===== src/mbp_pkg.sv =====
// Package of the MIDI byte stream parser: byte classes, result kinds, queue entry and
// result record types, and the queue depth. Used by every module of the block.
`timescale 1ns / 1ps
`default_nettype none

package mbp_pkg;

   // queue between the classifier and the executor
   localparam int unsigned QUEUE_DEPTH = 4;
   localparam int unsigned QUEUE_PTR_W = $clog2(QUEUE_DEPTH);
   localparam int unsigned QUEUE_CNT_W = $clog2(QUEUE_DEPTH + 1);

   localparam logic [7:0] STATUS_NONE  = 8'h00;
   localparam logic [7:0] STATUS_SYSEX = 8'hF0;
   localparam logic [7:0] BYTE_EOX     = 8'hF7;
   localparam logic [7:0] OP_MASK      = 8'hF0;
   localparam logic [7:0] OP_NOTE_OFF  = 8'h80;
   localparam logic [7:0] OP_NOTE_ON   = 8'h90;
   localparam logic [7:0] OP_PROGRAM   = 8'hC0;
   localparam logic [7:0] OP_PRESSURE  = 8'hD0;
   localparam logic [6:0] VEL_DEFAULT  = 7'h40;
   localparam logic [4:0] CHAN_ALL     = 5'd16;

   typedef enum logic [2:0] {
      CLS_STATUS   = 3'd0,   // channel status or sysex start
      CLS_EOX      = 3'd1,
      CLS_REALTIME = 3'd2,
      CLS_SYSCOM   = 3'd3,
      CLS_DATA     = 3'd4
   } byte_class_type;

   typedef enum logic [2:0] {
      KIND_CHANNEL   = 3'd0,
      KIND_REALTIME  = 3'd1,
      KIND_LONE_EOX  = 3'd2,
      KIND_SYSCOM    = 3'd3,
      KIND_SYSEX_DAT = 3'd4,
      KIND_SYSEX_END = 3'd5,
      KIND_STRAY     = 3'd6
   } rsp_kind_type;

   typedef struct packed {
      byte_class_type cls;
      logic [7:0]     data_byte;
   } entry_type;

   typedef struct packed {
      rsp_kind_type kind;
      logic [7:0]   opcode;
      logic [4:0]   channel;
      logic [6:0]   first_value;
      logic [6:0]   second_value;
   } rsp_type;

endpackage

`default_nettype wire


===== src/mbp_front.sv =====
// Front end of the MIDI byte stream parser: takes input items and classifies each byte.
// Depends on mbp_pkg; feeds mbp_queue.
`timescale 1ns / 1ps
`default_nettype none

module mbp_front
   import mbp_pkg::*;
(
   input  wire logic       req_tvalid,
   output logic            req_tready,
   input  wire logic [7:0] req_tdata,
   input  wire logic       queue_full,
   output logic            push,
   output entry_type       push_entry
);

   byte_class_type cls;
   logic [7:0]     b;

   assign b = req_tdata;

   always_comb begin
      if (!b[7]) begin
         cls = CLS_DATA;
      end else if (b[7:4] != 4'hF || b == STATUS_SYSEX) begin
         cls = CLS_STATUS;
      end else if (b == BYTE_EOX) begin
         cls = CLS_EOX;
      end else begin
         case (b[3:0])
            4'h8, 4'hA, 4'hB, 4'hC, 4'hE, 4'hF: cls = CLS_REALTIME;
            default:                            cls = CLS_SYSCOM;
         endcase
      end
   end

   assign req_tready           = !queue_full;
   assign push                 = req_tvalid && !queue_full;
   assign push_entry.cls       = cls;
   assign push_entry.data_byte = b;

endmodule

`default_nettype wire


===== src/mbp_queue.sv =====
// Short queue of classified bytes between the front end and the executor.
// Depends on mbp_pkg.
`timescale 1ns / 1ps
`default_nettype none

module mbp_queue
   import mbp_pkg::*;
(
   input  wire logic      clock,
   input  wire logic      reset,
   input  wire logic      push,
   input  wire entry_type push_entry,
   input  wire logic      pop,
   output logic           full,
   output logic           empty,
   output entry_type      head
);

   entry_type              slot_ff [QUEUE_DEPTH];
   logic [QUEUE_PTR_W-1:0] wr_ptr_ff, wr_ptr_in;
   logic [QUEUE_PTR_W-1:0] rd_ptr_ff, rd_ptr_in;
   logic [QUEUE_CNT_W-1:0] count_ff,  count_in;

   assign full  = (count_ff == QUEUE_CNT_W'(QUEUE_DEPTH));
   assign empty = (count_ff == '0);
   assign head  = slot_ff[rd_ptr_ff];

   always_comb begin
      wr_ptr_in = push ? wr_ptr_ff + 1'b1 : wr_ptr_ff;
      rd_ptr_in = pop  ? rd_ptr_ff + 1'b1 : rd_ptr_ff;
      count_in  = count_ff;
      if (push && !pop) begin
         count_in = count_ff + 1'b1;
      end else if (pop && !push) begin
         count_in = count_ff - 1'b1;
      end
   end

   always_ff @(posedge clock) begin
      if (reset) begin
         wr_ptr_ff <= '0;
         rd_ptr_ff <= '0;
         count_ff  <= '0;
      end else begin
         wr_ptr_ff <= wr_ptr_in;
         rd_ptr_ff <= rd_ptr_in;
         count_ff  <= count_in;
      end
   end

   always_ff @(posedge clock) begin
      if (push) begin
         slot_ff[wr_ptr_ff] <= push_entry;
      end
   end

endmodule

`default_nettype wire


===== src/mbp_back.sv =====
// Executor of the MIDI byte stream parser: keeps running status, data count and held byte,
// builds results and holds them in the output register. Depends on mbp_pkg.
`timescale 1ns / 1ps
`default_nettype none

module mbp_back
   import mbp_pkg::*;
(
   input  wire logic      clock,
   input  wire logic      reset,
   input  wire logic      empty,
   input  wire entry_type head,
   output logic           pop,
   output logic           rsp_tvalid,
   input  wire logic      rsp_tready,
   output rsp_type        rsp
);

   logic [7:0] status_ff, status_in;
   logic       count_ff,  count_in;
   logic [6:0] held_ff,   held_in;
   logic       valid_ff,  valid_in;
   rsp_type    rsp_ff,    rsp_in;

   rsp_type    res;
   logic       has_res;
   logic       in_sysex;
   logic       in_channel;
   logic       one_byte;
   logic [7:0] op;
   logic [6:0] b7;

   assign in_sysex   = (status_ff == STATUS_SYSEX);
   assign in_channel = status_ff[7] && (status_ff[7:4] != 4'hF);
   assign op         = status_ff & OP_MASK;
   assign one_byte   = (op == OP_PROGRAM) || (op == OP_PRESSURE);
   assign b7         = head.data_byte[6:0];

   assign pop = !empty && (!valid_ff || rsp_tready);

   always_comb begin
      status_in        = status_ff;
      count_in         = count_ff;
      held_in          = held_ff;
      has_res          = 1'b0;
      res.kind         = KIND_STRAY;
      res.opcode       = head.data_byte;
      res.channel      = CHAN_ALL;
      res.first_value  = '0;
      res.second_value = '0;
      unique case (head.cls)
         CLS_STATUS: begin
            status_in = head.data_byte;
            count_in  = 1'b0;
         end
         CLS_EOX: begin
            has_res    = 1'b1;
            res.kind   = in_sysex ? KIND_SYSEX_END : KIND_LONE_EOX;
            res.opcode = in_sysex ? STATUS_SYSEX : BYTE_EOX;
            status_in  = STATUS_NONE;
            count_in   = 1'b0;
         end
         CLS_REALTIME: begin
            has_res  = 1'b1;
            res.kind = KIND_REALTIME;
         end
         CLS_SYSCOM: begin
            has_res   = 1'b1;
            res.kind  = KIND_SYSCOM;
            status_in = STATUS_NONE;
            count_in  = 1'b0;
         end
         CLS_DATA: begin
            if (in_sysex) begin
               has_res         = 1'b1;
               res.kind        = KIND_SYSEX_DAT;
               res.opcode      = STATUS_SYSEX;
               res.first_value = b7;
            end else if (!in_channel) begin
               has_res         = 1'b1;
               res.kind        = KIND_STRAY;
               res.opcode      = '0;
               res.first_value = b7;
            end else if (!one_byte && !count_ff) begin
               // hold the first of two data bytes
               held_in  = b7;
               count_in = 1'b1;
            end else begin
               has_res          = 1'b1;
               count_in         = 1'b0;
               res.kind         = KIND_CHANNEL;
               res.opcode       = op;
               res.channel      = {1'b0, status_ff[3:0]};
               res.first_value  = one_byte ? b7 : held_ff;
               res.second_value = one_byte ? 7'd0 : b7;
               // note on with zero velocity reads as note off
               if (op == OP_NOTE_ON && res.second_value == 7'd0) begin
                  res.opcode       = OP_NOTE_OFF;
                  res.second_value = VEL_DEFAULT;
               end
            end
         end
         default: begin
         end
      endcase
   end

   always_comb begin
      valid_in = valid_ff;
      rsp_in   = rsp_ff;
      if (pop && has_res) begin
         valid_in = 1'b1;
         rsp_in   = res;
      end else if (rsp_tready) begin
         valid_in = 1'b0;
      end
   end

   always_ff @(posedge clock) begin
      if (reset) begin
         status_ff <= STATUS_NONE;
         count_ff  <= 1'b0;
         held_ff   <= '0;
         valid_ff  <= 1'b0;
      end else begin
         valid_ff <= valid_in;
         if (pop) begin
            status_ff <= status_in;
            count_ff  <= count_in;
            held_ff   <= held_in;
         end
      end
   end

   always_ff @(posedge clock) begin
      rsp_ff <= rsp_in;
   end

   assign rsp_tvalid = valid_ff;
   assign rsp        = rsp_ff;

endmodule

`default_nettype wire


===== src/midi_byte_stream_parser.sv =====
// MIDI byte stream parser with running status: top level.
// Instantiates mbp_front, mbp_queue and mbp_back; depends on mbp_pkg.
//
// Usage:
//  - req channel: one raw MIDI byte per item in req_tdata[7:0].
//  - rsp channel: zero or one result per byte. rsp_tuser[2:0] carries the kind
//    (channel message, realtime, lone EOX, system common, sysex data, sysex end,
//    stray data byte); rsp_tdata carries opcode, channel and both data bytes.
//  - Channel status and sysex start bytes and the first data byte of a two-byte
//    channel message give no result; the result comes with the completing byte.
//  - Path: an accepted byte is written to a queue slot, and its result is
//    then registered in the output register once the executor takes it.
//  - Throughput: one byte per cycle while rsp_tready is high. The classifier and the
//    executor are parted by a four-entry queue and the executor by the output
//    register, so a new byte is taken while a result still waits.
//  - Stall: when the receiver holds rsp_tready low the result holds, the
//    executor stops, the queue fills, and req_tready falls once it is full.
//  - Reset (synchronous, active high): clear running status, data count,
//    held byte, queue and output valid.
`timescale 1ns / 1ps
`default_nettype none

module midi_byte_stream_parser
   import mbp_pkg::*;
(
   input  wire logic        clock,
   input  wire logic        reset,
   input  wire logic        req_tvalid,
   output logic             req_tready,
   input  wire logic [7:0]  req_tdata,   // [7:0] data_byte
   output logic             rsp_tvalid,
   input  wire logic        rsp_tready,
   output logic [31:0]      rsp_tdata,   // [7:0] opcode, [12:8] channel,
                                         // [19:13] first_value, [26:20] second_value,
                                         // [31:27] zero
   output logic [2:0]       rsp_tuser    // [2:0] kind
);

   logic      queue_full;
   logic      queue_empty;
   logic      push;
   logic      pop;
   entry_type push_entry;
   entry_type head;
   rsp_type   rsp;

   // classify incoming bytes
   mbp_front u_front (
      .req_tvalid (req_tvalid),
      .req_tready (req_tready),
      .req_tdata  (req_tdata),
      .queue_full (queue_full),
      .push       (push),
      .push_entry (push_entry)
   );

   // decouple front and back
   mbp_queue u_queue (
      .clock      (clock),
      .reset      (reset),
      .push       (push),
      .push_entry (push_entry),
      .pop        (pop),
      .full       (queue_full),
      .empty      (queue_empty),
      .head       (head)
   );

   // advance running status and build results
   mbp_back u_back (
      .clock      (clock),
      .reset      (reset),
      .empty      (queue_empty),
      .head       (head),
      .pop        (pop),
      .rsp_tvalid (rsp_tvalid),
      .rsp_tready (rsp_tready),
      .rsp        (rsp)
   );

   assign rsp_tuser = rsp.kind;
   assign rsp_tdata = {5'd0, rsp.second_value, rsp.first_value, rsp.channel, rsp.opcode};

endmodule

`default_nettype wire

===== config.mk =====
export PLATFORM = sky130hd
export DESIGN_NAME = midi_byte_stream_parser
export DESIGN_NICKNAME = d
export VERILOG_FILES = /design/src/mbp_pkg.sv /design/src/mbp_front.sv /design/src/mbp_queue.sv /design/src/mbp_back.sv /design/src/midi_byte_stream_parser.sv
export SDC_FILE = /design/constraint.sdc
export NUM_CORES = 1
export LEC_CHECK = 0
export BUFFER_PORTS_ARGS = -buffer_cell sky130_fd_sc_hd__clkbuf_2
export CORE_UTILIZATION = 25
export CTS_CLUSTER_DIAMETER = 50
export DETAILED_ROUTE_END_ITERATION = 8
export HOLD_SLACK_MARGIN = 0.1
export PLACE_DENSITY_LB_ADDON = 0.2
export SLEW_MARGIN = 25
export SYNTH_ARGS = -nofsm -noshare
export SYNTH_HDL_FRONTEND = slang
export SYNTH_HIERARCHICAL = 1
export SYNTH_SLANG_ARGS = --single-unit

===== constraint.sdc =====
create_clock -name clock -period 4.12 [get_ports clock]
set_clock_uncertainty 0.2 [all_clocks]
set_input_delay 0.824 -clock clock [delete_from_list [all_inputs] [get_ports clock]]
set_output_delay 0.824 -clock clock [all_outputs]
set_load 0.02 [all_outputs]

==> Word-level counts from Yosys, hierarchy flattened <==
Memory sizes are Yosys's and may differ from the RTL's. A register that Yosys moved wholly into a read port is not among the register bits.
Cells that the tools add are included.
W data, S select, Z words.
{ "classes": {"n_addsub": 4, "n_bitwise": 3, "n_eq_ne": 21, "n_reduce_logical": 35, "mux": 34} }
{ "op_table": {"columns": ["cell", "count"], "rows": [
  ["$eq A4 B4 Y1 const B", 9],
  ["$mux W7", 5],
  ["$pmux W8 S2", 2],
  ["$mux W30", 1],
  ["$eq A8 B8 Y1 const B", 3],
  ["$mux W11", 2],
  ["$mux W3", 7],
  ["$pmux W3 S4", 1],
  ["$mux W1", 11],
  ["$reduce_or A3 Y1", 3],
  ["$logic_and A1 B1 Y1", 8],
  ["$mux W8", 1],
  ["$ne A4 B4 Y1 const B", 2],
  ["$reduce_bool A2 Y1", 4],
  ["$logic_not A1 Y1", 7],
  ["$logic_not A7 Y1", 1],
  ["$eq A3 B2 Y1 const B", 2],
  ["$eq A3 B3 Y1 const B", 2],
  ["$logic_not A3 Y1", 2],
  ["$reduce_or A6 Y1", 1],
  ["$reduce_and A5 Y1", 1],
  ["$reduce_or A5 Y1", 1],
  ["$add A2 B1 Y2 const B", 2],
  ["$mux W2", 2],
  ["12 further kinds", 17]
]} }
{ "totals": {"memories": 1, "input_bits": 12, "output_inout_bits": 37, "elab_cells": 112, "mem_bits_rw": 44, "register_bits": 54} }
{ "memory_table": {"columns": ["memory", "depth", "width", "rd", "rd_ports_with_merged_regs", "write_ports", "line_no", "rtl"], "rows": [
  ["u_queue.slot_ff", 4, 11, 1, 1, 1, "mbp_queue.sv:19", "entry_type slot_ff [QUEUE_DEPTH];"]
]} }

==> Depth between registers and ports, before layout <==
{ "depth": {"word_depth": 10, "ltp_mapped": 10, "ltp_nobuf": 9} }

==> Cells and area by module <==
Netlist, hierarchy kept.
{ "by_module_without_submodules": {"columns": ["mod", "cells_per_inst", "area_per_inst_um2", "seq_area_each_um2", "n_inst"], "rows": [
  ["mbp_back", 199, 2204.6, 1241.2, 1],
  ["mbp_queue", 101, 2018.2, 1501.4, 1],
  ["mbp_front", 18, 120.1, 0.0, 1],
  ["midi_byte_stream_parser", 6, 41.3, 0.0, 1]
]} }

==> Worst setup path after synthesis <==
Ideal clock, no wire load.
{ "synth_path": {"path_type": "register to register", "from": "reg (tool-made name)", "to": "reg u_back.rsp_ff, in the netlist u_back/rsp[0], enable pin", "stages_incl_launch_ff": 7, "n_path_buf": 2, "setup_time_ns": 0.389, "period_less_slack_ns": 3.288, "slack_ns": 0.832, "t_arrival_ns": 2.699, "required_ns": 3.531, "cell_sequence": "dfxtp_1 buf_6 mux4_2 buf_6 or3b_4 nor2_1 o21a_1"} }
{ "synth_lines": {"columns": ["element", "line_no", "rtl"], "rows": [
  ["to (signal assigned)", "mbp_back.sv:136", "rsp_ff <= rsp_in;"],
  ["to (decl)", "mbp_back.sv:23", "rsp_type rsp_ff, rsp_in;"]
]} }

==> metrics.md <==
| Metric | Value |
|---|---|
| Sequential Area | `2740 sq um` |
| Period Utilization, post-route | `76.6%` |
| Count of instances resized after the clock tree is built | `0` |
| Cell count after synthesis | `324` |
| Core utilization of the finished layout | `slightly below 30%` |
| Pwr dens | `724 nW/um^2` |
| Highest Clock Rate | `~320 MHz` |
| Gpl congestion | `about 0.74` |
| Data arrival, critical path | `2960 ps` |
| Total net switching power | `1.31 mW` |
| Avg Inst Size Synth | `13.5 sq um` |
| Number of antenna violations at the first check in global routing | `0` |
| Cts-stage hold buffer count | `0` |
| Worst slew slack as a fraction of its limit | `51.0%` |
| Ratio of cells with drive above 1 in the final layout | `21.7%` |
| Dpl hpwl | `about 6.5 mm` |
| Maximum number of buffers from clock root to sink | `2` |
| Highest-count cells in the layout ignoring fill and taps | `sky130_fd_sc_hd__edfxtp_1 (74), sky130_fd_sc_hd__clkbuf_2 (43), sky130_fd_sc_hd__nor2_1 (26), sky130_fd_sc_hd__dfxtp_1 (26), sky130_fd_sc_hd__a21oi_1 (20)` |
| Final-stage net count | `377` |
| Buffer type at the clock tree root | `sky130_fd_sc_hd__clkbuf_16` |
| Final count of negative-setup-slack endpoints | `0` |
| Setup crit end kind | `register` |
| RSZ-0062 raised after global routing | `no` |
| Required time of the critical path | `around 4000 ps` |
| # IOs | `49` |
| Switching share of power | `36.0%` |
| Number of buffers inserted to repair setup after CTS | `0` |
| Largest fanout on the critical path | `30` |
| Sequential fraction of design power | `41.8%` |
| Total power | `3.64 mW` |
| Power share of the clock group | `between 20% and 30%` |
| Logic gate share of total power | `35.9%` |
| Area occupied by multi-input gates | `roughly 1400 sq um` |
| Register-to-Register Setup Slack | `960 ps` |
| Effective utilization at floorplan | `25.4%` |
| Die outline height | `roughly 130 microns` |
| Non-Filler Cell Area, Final | `roughly 5000 sq um` |
| Fin crit period | `3160 ps` |
| Number of flops mapped to enable cells by yosys | `74` |
| Number of max-cap violations | `0` |
| Number of CTS-inserted buffers | `9` |
| Clock sink total | `100` |
| Total count of hold-check failures in the final report | `0` |
| Synth warnings | `6` |
| Fraction of registers with async set or reset after synthesis | `0%` |
| TritonRoute pass-1 iters | `4` |
| # rows | `48` |
| Floorplan die area | `18100 sq um` |
| Path class of the lowest-slack min-delay path | `register to register` |
| Distinct cells, synth | `55` |
| Reg2reg path depth | `5` |
| Destination of the critical timing path | `u_back/rsp[12]$_SDFFCE_PN0P_` |
| Gr usage total | `between 10% and 20%` |
| Total global routing overflow | `0` |
| Most common library cell in the layout ignoring fill and taps | `sky130_fd_sc_hd__edfxtp_1` |
| Post-synth design cell area | `roughly 4400 sq um` |
| Post-detailed-route count of antenna-violating nets | `0` |
| Depth of the CTS H-tree | `3` |
| Routed Wire Length | `9.01 mm` |
| Chip Width | `134 microns` |
| Placed standard-cell area | `4750 sq um` |
| CTS tree | `yes` |
| Via count of the first global-routing pass | `approximately 2600` |
| Number of remaining DRC errors | `0` |
| First-pass GRT wire length | `14.5 mm` |
| Share of the yosys chip area belonging to registers | `62.6%` |
| Final max-slew violation count | `0` |
| VDD IR max | `approximately 0.24 mV` |
| Actual slew at the worst max-slew pin | `732 ps` |
| CP Launch Type | `register` |
| Skew-Pair Late Insertion Delay | `340 ps` |
| Synth Register Bits | `100` |
| Fillcell total | `between 1500 and 2000` |
| Synth-to-Final Area Change | `14.8%` |
| Worst flop-to-flop path endpoint | `u_back/rsp[12]$_SDFFCE_PN0P_` |
| Count of routing violations after the opening detailed-route iteration | `149` |
| Leakage Power | `1.76 nW` |
| Via count | `2578` |
| Smallest hold slack | `between 200 and 300 ps` |
| Area of the placeable core | `17200 sq um` |
| Run status | `complete, no violations` |
| Cell Int Power | `2.33 mW` |
| Sum of negative setup slack | `0 ps` |
| Antenna diodes | `0` |
| Most used flip-flop cell after synthesis | `sky130_fd_sc_hd__edfxtp_1` |
| # port buffers | `43` |
| Detailed-route wire length per cell | `15.3 microns` |
| Critical setup path kind | `register to register` |
| Largest net degree at the start of global routing | `31` |
| Clock transition at the registers of the reported paths | `60 ps` |
| Mean number of vias per cell | `between 4 and 5` |
flip-flops by register name (all words and copies together), names as in the netlist, 2 cells and up, named ones only:
name,cells
u_queue/slot_ff,44
u_back/rsp,30
u_back/status_ff,8
u_back/held_ff,7
u_queue/count_ff,3
u_queue/rd_ptr_ff,2
u_queue/wr_ptr_ff,2
cell families (layout without fill, tap and decap cells):
kind of cell | count (synthesis) | in the layout | synth area share [%]
AOI/OAI and AO/OA | 55 | 55 | 8.16
other | 1 | 5 | 0.0855
and+or+nand+nor | 99 | 99 | 13.3
buffers and inverters | 36 | 72 | 4.82
DFF | 100 | 100 | 62.6
xor gates and xnor gates | 6 | 6 | 1.20
adders and majority gates | 6 | 6 | 1.88
muxes | 21 | 21 | 8.02
worst max-delay path, cell delays in order, from the launching register on:
cell                      delay [ps]
sky130_fd_sc_hd__dfxtp_1         490
sky130_fd_sc_hd__mux4_2          760
sky130_fd_sc_hd__or3b_4          500
sky130_fd_sc_hd__nor2_1          330
sky130_fd_sc_hd__o21a_1          190
sky130_fd_sc_hd__buf_4           340
layer usage:
| metal | vias up | routed length [microns] | share of wire, % | GRT usage, % |
|---|---|---|---|---|
| li1 | 1256 | - | - | - |
| met1 | 1243 | 4090 | 45 | 13.4 |
| met2 | 70 | 4400 | 49 | 17.8 |
| met3 | 9 | 396 | 4.4 | 3.06 |
| met4 | 0 | 124 | 1.4 | 4.12 |
| met5 | - | 0 | 0 | 0 |
Yosys cell counts, types with 2 or more instances:
master | n | area [sq um]
sky130_fd_sc_hd__clkbuf_1 | 3 | 11.3
sky130_fd_sc_hd__xnor2_1 | 2 | 17.5
sky130_fd_sc_hd__nand2_1 | 7 | 26.3
sky130_fd_sc_hd__buf_2 | 7 | 35.0
sky130_fd_sc_hd__mux2i_1 | 10 | 100
sky130_fd_sc_hd__a21oi_1 | 20 | 100
sky130_fd_sc_hd__a22o_1 | 7 | 61.3
sky130_fd_sc_hd__mux4_2 | 10 | 225
sky130_fd_sc_hd__nand2b_1 | 3 | 18.8
sky130_fd_sc_hd__inv_1 | 9 | 33.8
sky130_fd_sc_hd__dfxtp_1 | 26 | 521
sky130_fd_sc_hd__nor3_1 | 7 | 35.0
sky130_fd_sc_hd__nor2_1 | 26 | 97.6
sky130_fd_sc_hd__o21a_1 | 5 | 37.5
sky130_fd_sc_hd__o21ai_0 | 2 | 10.0
sky130_fd_sc_hd__buf_6 | 2 | 22.5
sky130_fd_sc_hd__o2bb2ai_1 | 3 | 26.3
sky130_fd_sc_hd__or3_1 | 2 | 12.5
sky130_fd_sc_hd__ha_1 | 5 | 62.6
sky130_fd_sc_hd__nand3_1 | 8 | 40.0
sky130_fd_sc_hd__nor4_1 | 2 | 12.5
sky130_fd_sc_hd__o21ai_1 | 8 | 40.0
sky130_fd_sc_hd__and3_1 | 4 | 25.0
sky130_fd_sc_hd__xor2_1 | 4 | 35.0
sky130_fd_sc_hd__nor2b_1 | 15 | 93.8
sky130_fd_sc_hd__buf_4 | 14 | 105
sky130_fd_sc_hd__nor3b_1 | 2 | 15.0
sky130_fd_sc_hd__edfxtp_1 | 74 | 2220
sky130_fd_sc_hd__and2_1 | 11 | 68.8
worst min-delay path by stage:
stage | from | endpoint | slack [ps] | depth (start not counted)
floorplan | u_back/held_ff[6]$_SDFFE_PP0P_ | u_back/held_ff[6]$_SDFFE_PP0P_ | 240 | 2
global placement | u_back/held_ff[6]$_SDFFE_PP0P_ | u_back/held_ff[6]$_SDFFE_PP0P_ | 260 | 2
detailed placement | u_back/held_ff[6]$_SDFFE_PP0P_ | u_back/held_ff[6]$_SDFFE_PP0P_ | 260 | 2
CTS | u_back/held_ff[6]$_SDFFE_PP0P_ | u_back/held_ff[6]$_SDFFE_PP0P_ | 270 | 2
global route | u_back/held_ff[3]$_SDFFE_PP0P_ | u_back/held_ff[3]$_SDFFE_PP0P_ | 310 | 2
finish | u_back/held_ff[6]$_SDFFE_PP0P_ | u_back/held_ff[6]$_SDFFE_PP0P_ | 270 | 2
metrics by stage:
step                      setup slack [ps]  cells
after detailed placement               945    573
final                                  963    589
after global routing                   753    589
after CTS                              927    589
after floorplan                        832    328
after global placement                1010    573
power groups by stage:
stage / clock, mW / sequential (mW) / combinational (mW)
3_5_place_dp: 0 / 1.55 / 1.33
3_3_place_gp: 0 / 1.55 / 1.32
2_1_floorplan: 0 / 1.68 / 0.814
4_1_cts: 0.839 / 1.53 / 1.33
6_report: 0.815 / 1.52 / 1.31
5_1_grt: 0.877 / 1.55 / 1.44
layout make-up:
type | count | area share [%]
Clock inverter | 5 | 1.04
Inverter | 9 | 0.671
Sequential cell | 100 | 54.5
Multi-Input combinational cell | 192 | 28.7
Timing Repair Buffer | 47 | 4.87
Tap cell | 225 | 5.59
Clock buffer | 11 | 4.62
(Power assumes the default switching activity.)
